`src/hw/rtl/rvcs_pkg.sv`:
```
// Shared constants, action codes and inter-module structs for the range value count block.
// No dependencies.
`timescale 1ns / 1ps

package rvcs_pkg;

   // table geometry
   localparam int TABLE_DEPTH = 1024;
   localparam int ADDR_BITS   = 10;
   localparam int COLOR_BITS  = 10;
   localparam int COUNT_BITS  = 11;
   localparam int ACTION_BITS = 2;

   // cell row: positions are interleaved, position p lives in cell p mod CELL_COUNT
   localparam int CELL_COUNT     = 8;
   localparam int CELL_BITS      = $clog2(CELL_COUNT);
   localparam int LOCAL_DEPTH    = TABLE_DEPTH / CELL_COUNT;
   localparam int LOCAL_BITS     = $clog2(LOCAL_DEPTH);
   localparam int LOCAL_CNT_BITS = $clog2(LOCAL_DEPTH + 1);

   // action codes
   localparam logic [ACTION_BITS-1:0] ACT_LOAD  = 2'd0;
   localparam logic [ACTION_BITS-1:0] ACT_COUNT = 2'd1;
   localparam logic [ACTION_BITS-1:0] ACT_SWAP  = 2'd2;

   // per-cell memory port controls
   typedef struct packed {
      logic                  rd_en;
      logic [LOCAL_BITS-1:0] rd_addr;
      logic                  wr_en;
      logic [LOCAL_BITS-1:0] wr_addr;
      logic [COLOR_BITS-1:0] wr_data;
   } cell_port_type;

   // scan controls broadcast to every cell
   typedef struct packed {
      logic                  clear;
      logic                  cmp_en;
      logic [LOCAL_BITS-1:0] cmp_addr;
      logic [COLOR_BITS-1:0] color;
      logic [ADDR_BITS-1:0]  lo;
      logic [ADDR_BITS-1:0]  hi;
   } scan_type;

endpackage

```
`src/hw/rtl/rvcs_cell.sv`:
```
// One cell of the row: a bank of the color table, a local match counter and
// one stage of the partial-sum chain. Depends on rvcs_pkg.
`timescale 1ns / 1ps

module rvcs_cell (
   input  logic                              clock,
   input  logic                              reset,
   input  logic [rvcs_pkg::CELL_BITS-1:0]    cell_index,
   input  rvcs_pkg::cell_port_type           port,
   input  rvcs_pkg::scan_type                scan,
   input  logic [rvcs_pkg::COUNT_BITS-1:0]   sum_in,
   output logic [rvcs_pkg::COUNT_BITS-1:0]   sum_out,
   output logic [rvcs_pkg::COLOR_BITS-1:0]   rd_data
);

   logic [rvcs_pkg::COLOR_BITS-1:0]     mem [rvcs_pkg::LOCAL_DEPTH];
   logic [rvcs_pkg::COLOR_BITS-1:0]     rd_data_ff;
   logic [rvcs_pkg::LOCAL_CNT_BITS-1:0] cnt_ff;
   logic [rvcs_pkg::LOCAL_CNT_BITS-1:0] cnt_in;
   logic [rvcs_pkg::COUNT_BITS-1:0]     sum_ff;
   logic [rvcs_pkg::COUNT_BITS-1:0]     sum_in_val;
   logic [rvcs_pkg::ADDR_BITS-1:0]      gpos;
   logic                                hit;

   // write and registered read of the bank
   always_ff @(posedge clock) begin
      if (port.wr_en) begin
         mem[port.wr_addr] <= port.wr_data;
      end
      if (port.rd_en) begin
         rd_data_ff <= mem[port.rd_addr];
      end
   end

   assign rd_data = rd_data_ff;

   // match the entry read last cycle against color and range
   assign gpos = {scan.cmp_addr, cell_index};
   assign hit  = scan.cmp_en && (rd_data_ff == scan.color) &&
                 (gpos >= scan.lo) && (gpos <= scan.hi);

   always_comb begin
      cnt_in = cnt_ff;
      if (scan.clear) begin
         cnt_in = '0;
      end else if (hit) begin
         cnt_in = cnt_ff + rvcs_pkg::LOCAL_CNT_BITS'(1);
      end
   end

   // add the local count to the neighbor's partial sum and pass it on
   assign sum_in_val = sum_in + rvcs_pkg::COUNT_BITS'(cnt_ff);

   always_ff @(posedge clock) begin
      if (reset) begin
         cnt_ff <= '0;
         sum_ff <= '0;
      end else begin
         cnt_ff <= cnt_in;
         sum_ff <= sum_in_val;
      end
   end

   assign sum_out = sum_ff;

endmodule

```
`config.mk`:
```
export PLATFORM = sky130hd
export DESIGN_NAME = rvcs_cell
export DESIGN_NICKNAME = d
export VERILOG_FILES = /design/src/hw/rtl/rvcs_pkg.sv /design/src/hw/rtl/rvcs_cell.sv
export SDC_FILE = /design/constraint.sdc
export NUM_CORES = 1
export LEC_CHECK = 0
export BUFFER_PORTS_ARGS = -buffer_cell sky130_fd_sc_hd__buf_2
export CORE_ASPECT_RATIO = 2
export CORE_MARGIN = 3
export CORE_UTILIZATION = 40
export CTS_CLUSTER_SIZE = 40
export DETAILED_ROUTE_END_ITERATION = 7
export HOLD_SLACK_MARGIN = 0.03
export MAX_ROUTING_LAYER = met4
export PLACE_DENSITY = 0.61
export RECOVER_POWER = 50
export SLEW_MARGIN = 20
export SYNTH_ARGS = -nofsm -noshare
export SYNTH_HDL_FRONTEND = slang
export SYNTH_SLANG_ARGS = --single-unit
```
`constraint.sdc`:
```
create_clock -name clock -period 2.77 [get_ports clock]
set_input_delay 0.277 -clock clock [delete_from_list [all_inputs] [get_ports clock]]
set_output_delay 0.277 -clock clock [all_outputs]
set_load 0.1 [all_outputs]
```
### Yosys cells after proc, flatten, opt, wreduce, memory -nomap -nowiden

Memories as Yosys holds them, arrays and structs flattened. A register that Yosys moved wholly into a read port is not among the register bits.
Cells that the tools add are included.

| cells by class | value |
|---|---|
| mux-type cells | 2 |
| reduce and logical (&&, ||, !) cells | 4 |
| equal/unequal tests | 1 |
| add/sub/neg operators | 2 |
| $lt $le $gt $ge | 2 |

Operator list:

| kind | count |
|---|---|
| $add 11x8->11 | 1 |
| $eq 10x10->1 | 1 |
| $ge 10x10->1 | 1 |
| $le 10x10->1 | 1 |
| $add 8x1->8 const B | 1 |
| $logic_and 1x1->1 | 3 |
| $mux 1 | 2 |
| $reduce_or 2->1 | 1 |

| word-level totals | value |
|---|---|
| logic and storage cells | 14 |
| output and inout bits | 21 |
| memories | 1 |
| bits in registers | 19 |
| bits of input ports | 81 |
| bits in writable memories | 1280 |

Memories:

| memory | depth | bits a word | read ports | clocked after memory_dff | write ports | RTL line | text |
|---|---|---|---|---|---|---|---|
| mem | 128 | 10 | 1 | 1 | 1 | rvcs_cell.sv:16 | `logic [rvcs_pkg::COLOR_BITS-1:0] mem [rvcs_pkg::LOCAL_DEPTH];` |

### Logic depth before layout (Yosys ltp)

| depth | value |
|---|---|
| depth in word-level cells | 4 |
| mapped depth | 10 |
| depth with buffers taken out | 8 |

### Worst setup path before layout

OpenSTA, ideal clock, no wires.

| timing path | value |
|---|---|
| path type | flip-flop to flip-flop |
| start point | register cnt_ff[0] (netlist bit) |
| end point | register sum_ff, in the netlist sum_out[10] |
| slack | 0.434 ns |
| path buffers | 0 |
| library setup time | 0.132 ns |
| cell stages (with the launch flop) | 9 |
| period minus slack after synthesis | 2.336 ns |
| data arrival time | 2.204 ns |
| data required time | 2.638 ns |
| cells stage by stage | dfxtp_1 ha_1 fa_1 a21o_1 a21oi_1 o21bai_1 a2111oi_1 or4_1 a21oi_1 |

| between the ends | value |
|---|---|
| longest elaborated chain between the ends | 1 |

Ends and longest elaborated chain:

| what | RTL line | text |
|---|---|---|
| start: declaration | rvcs_cell.sv:18 | `logic [rvcs_pkg::LOCAL_CNT_BITS-1:0] cnt_ff;` |
| start signal: assignment | rvcs_cell.sv:59 | `cnt_ff <= cnt_in;` |
| $add 11x8->11 | rvcs_cell.sv:52 | `assign sum_in_val = sum_in + rvcs_pkg::COUNT_BITS'(cnt_ff);` |
| end signal: assignment | rvcs_cell.sv:60 | `sum_ff <= sum_in_val;` |
| end: declaration | rvcs_cell.sv:20 | `logic [rvcs_pkg::COUNT_BITS-1:0] sum_ff;` |

Every way passes these cells.
A chain may end at the register's enable or synchronous reset.

### Worst setup path in the final report

| timing path | value |
|---|---|
| start point | input port[3] (netlist bit) |
| end point | memory mem[2][3] (netlist bit), data pin |

RTL lines:

| what | RTL line | text |
|---|---|---|
| start: declaration | rvcs_cell.sv:9 | `input rvcs_pkg::cell_port_type port,` |
| end: declaration | rvcs_cell.sv:16 |  |

No word-level cell before the write port.

==> impl_metrics.toml <==
[grt]
track_usage_pct = 20.5
grt_first_pass_wirelength_mm = 192
antenna_found_initial = 14
grt_max_degree = 85
grt_pass1_vias = 27800
gr-total-overflow = 0

[drt]
routedWlPerCell_um = 28.1
vias = 26400
via_per_inst = 5.59
drt_pass1_iterations = 7
ant_nets = 0
route.detailed.drc = 0
drtIter0Drc = 2436
drt_wl_total_mm = 132

[logic_synthesis]
synth_ff_type = "edfxtp_1"
yosys.area.top_type = "edfxtp_1"
synth_area_per_cell_sq_um = 20.3
netlist_instances = 2530
synth_mux_area_share_pct = 14.1
synth_compound_area_share_pct = 4.78
async_flop_share_pct = 0
yosysWarnings = 0
netlist_top_cells_area = "edfxtp_1, mux4_2, mux2_2, mux2i_1, a22oi_1"
ys_ff_latch = 1309
seq_area_frac_synth_pct = 76.1
synth_nets = 2641
yosys.area_share.simple_pct = 2.56
synth_top_area_share_pct = 75.3
synth_xor_area_share_pct = 0.238
synth.distinct_cells = 58
synth_top_family_by_area = "multiplexers"
syn-cell-area_sq_um = 51400
synthAdderAreaFrac_pct = 0.745
synth_edf_count = 1290

[setup_path]
cp_top_family = "buffers and inverters"
cp-end-kind = "flip-flop"
critPathMaxStageDelay_ns = 1.93
ff2ff_path_depth = 9
worst-path-max-fanout = 46
cp-start-kind = "input port"
worstPathRequired_ns = 3.21
worst_path_max_delay_cell = "clkbuf_1"
path_buf_inv = 2
arrival_ns = 2.99
path_class = "in2reg"
cp.depth = 2
crit_chain = "clkbuf_1, clkbuf_2"

[clock_network]
insertion_delay_ns = 0.71
post_cts_resized = 0
cts.sinks = 1309
cts_buffers = 106
cts-htree-levels = 3
postCtsSetupBuffers = 0
cts_tree = "built"
clk_pin_slew_ns = 0.07
cts_root_buffer = "clkbuf_16"
cts.path.max_buffers = 3

[timing]
layout_setup_ws_ns = 0.218
report.final.setup_viol = 0
max_slew_margin_pct = -92.4
fmax_ghz = 0.392
whs_ns = 0.154
fin_worst_skew_ns = 0.0291
hold_viol = 0
post-route-period-util_pct = 92.1
worst_slew_pin_slew_ns = 2.89
rsz0062_at_grt = "no"
maxSlewViolCount = 496
post-route-min-period_ns = 2.55

[floorplan]
die_y_um = 513
io_pins = 102
die_w_um = 260
start_util_pct = 40.4
fp.dieArea_sq_um = 133000
std_cell_rows = 185
core_area_sq_um = 127000

[status]
outcome = "complete, but fails checks"
violations = "capacitance limit, slew limit"

[cells_and_area]
final_cell_mix = "edfxtp_1, buf_4, mux4_2, nor2_1, clkbuf_16"
nets = 3039
final_common_cell = "edfxtp_1"
drive_gt1_share_pct = 29.7
synthToLayoutAreaGrowth_pct = 16.2
fin_util_pct = 46.9

[placed_design]
io_buffers = 101
place_hpwl_mm = 90.6
pre_cts_ws_ns = -0.0792
place_congestion = 0.873

[power]
p_per_area_nw_per_um2 = 667
power_frac_comb_pct = 6.5
swShare_pct = 21.6
total_power_w = 0.0399
ir_drop_mv = 0.457
p_switching_w = 0.00859
intPower_w = 0.0313
pwr-share-clk_pct = 38.5
p_seq_share_pct = 55.0
p_leak_nw = 19.4

[flow_run]
max_cap_viol_count = 12

[worst_hold_path]
min_path_type = "in2reg"
hold_path_depth = 4
cells in the mapped netlist, drive strengths merged (18+ instances only):
cell type,count
mux4,240
dfxtp,19
nand2,25
nor2b,18
mux2,82
nor2,155
edfxtp,1290
a221oi,20
nor3,25
nand3,23
buf,69
o22ai,30
o221ai,30
inv,22
a22oi,100
mux2i,85
a21oi,35
clkbuf,70
o21ai,49
ha,29
a22o,20
a221o,20
final timing paths:
check | end | startpoint | slack [ns]
min | sum_out[5] | sum_in[4] | 0.15
max | mem[2][3] | port[3] | 0.22
max reg2reg | sum_out[8] | cnt_ff[0] | 0.36
min reg2reg | cnt_ff[7] | cnt_ff[7] | 0.49
metal layers:
metal	share of wire, %	wire [um]	track usage [%]	vias to the layer above
met4	6.4	8480	11.4	0
met2	55	72300	36.9	910
met1	34	44700	21.4	13800
li1	-	-	-	11300
met3	5.1	6770	2.95	266
met5	0	0	-	-
cell families (layout without fill, tap and decap cells):
family	Yosys count	count (layout)
xor gates and xnor gates	14	14
AOI/OAI and AO/OA	326	326
adders and majority gates	30	30
DFF	1309	1309
other	0	14
buffers and inverters	161	647
and+or+nand+nor	283	283
muxes	407	407
power by group through the flow:
stage / combinational, W / sequential [W] / clock (W)
after detailed placement: 0.00263 / 0.0223 / 0
after floorplan: 0.00116 / 0.0225 / 0
final: 0.00259 / 0.0219 / 0.0153
after global routing: 0.00273 / 0.0219 / 0.0164
after global placement: 0.00258 / 0.0223 / 0
after CTS: 0.00265 / 0.0219 / 0.0157
cell type report:
cell class	instances	area, sq um
fill	10600	67500
sequential	1309	39100
multi-input combinational	1060	11500
timing repair buffer	429	3370
clock buffer	134	2860
tap	1683	2110
clock inverter	62	633
inverter	22	82.6
antenna	14	35.0
sequential cells by signal (all words and copies together), names as in the netlist:
register,count
mem,1280
rd_data,10
sum_out,11
cnt_ff,8
stage by stage:
step           instance area [sq um]  setup TNS [ns]  cells
2_1_floorplan                  51400               0   2530
3_3_place_gp                   56300          -0.351   4491
3_5_place_dp                   56300          -0.267   4491
4_1_cts                        59900               0   4699
5_1_grt                        59800               0   4712
6_report                       59800               0   4713
repair_timing:
action | CTS | global route
hold buffers | 12 | 0
setup endpoints to repair | 0 | 0
endpoints found under the hold margin | 29 | 0
No activity file was read; power rests on OpenSTA's default activity.
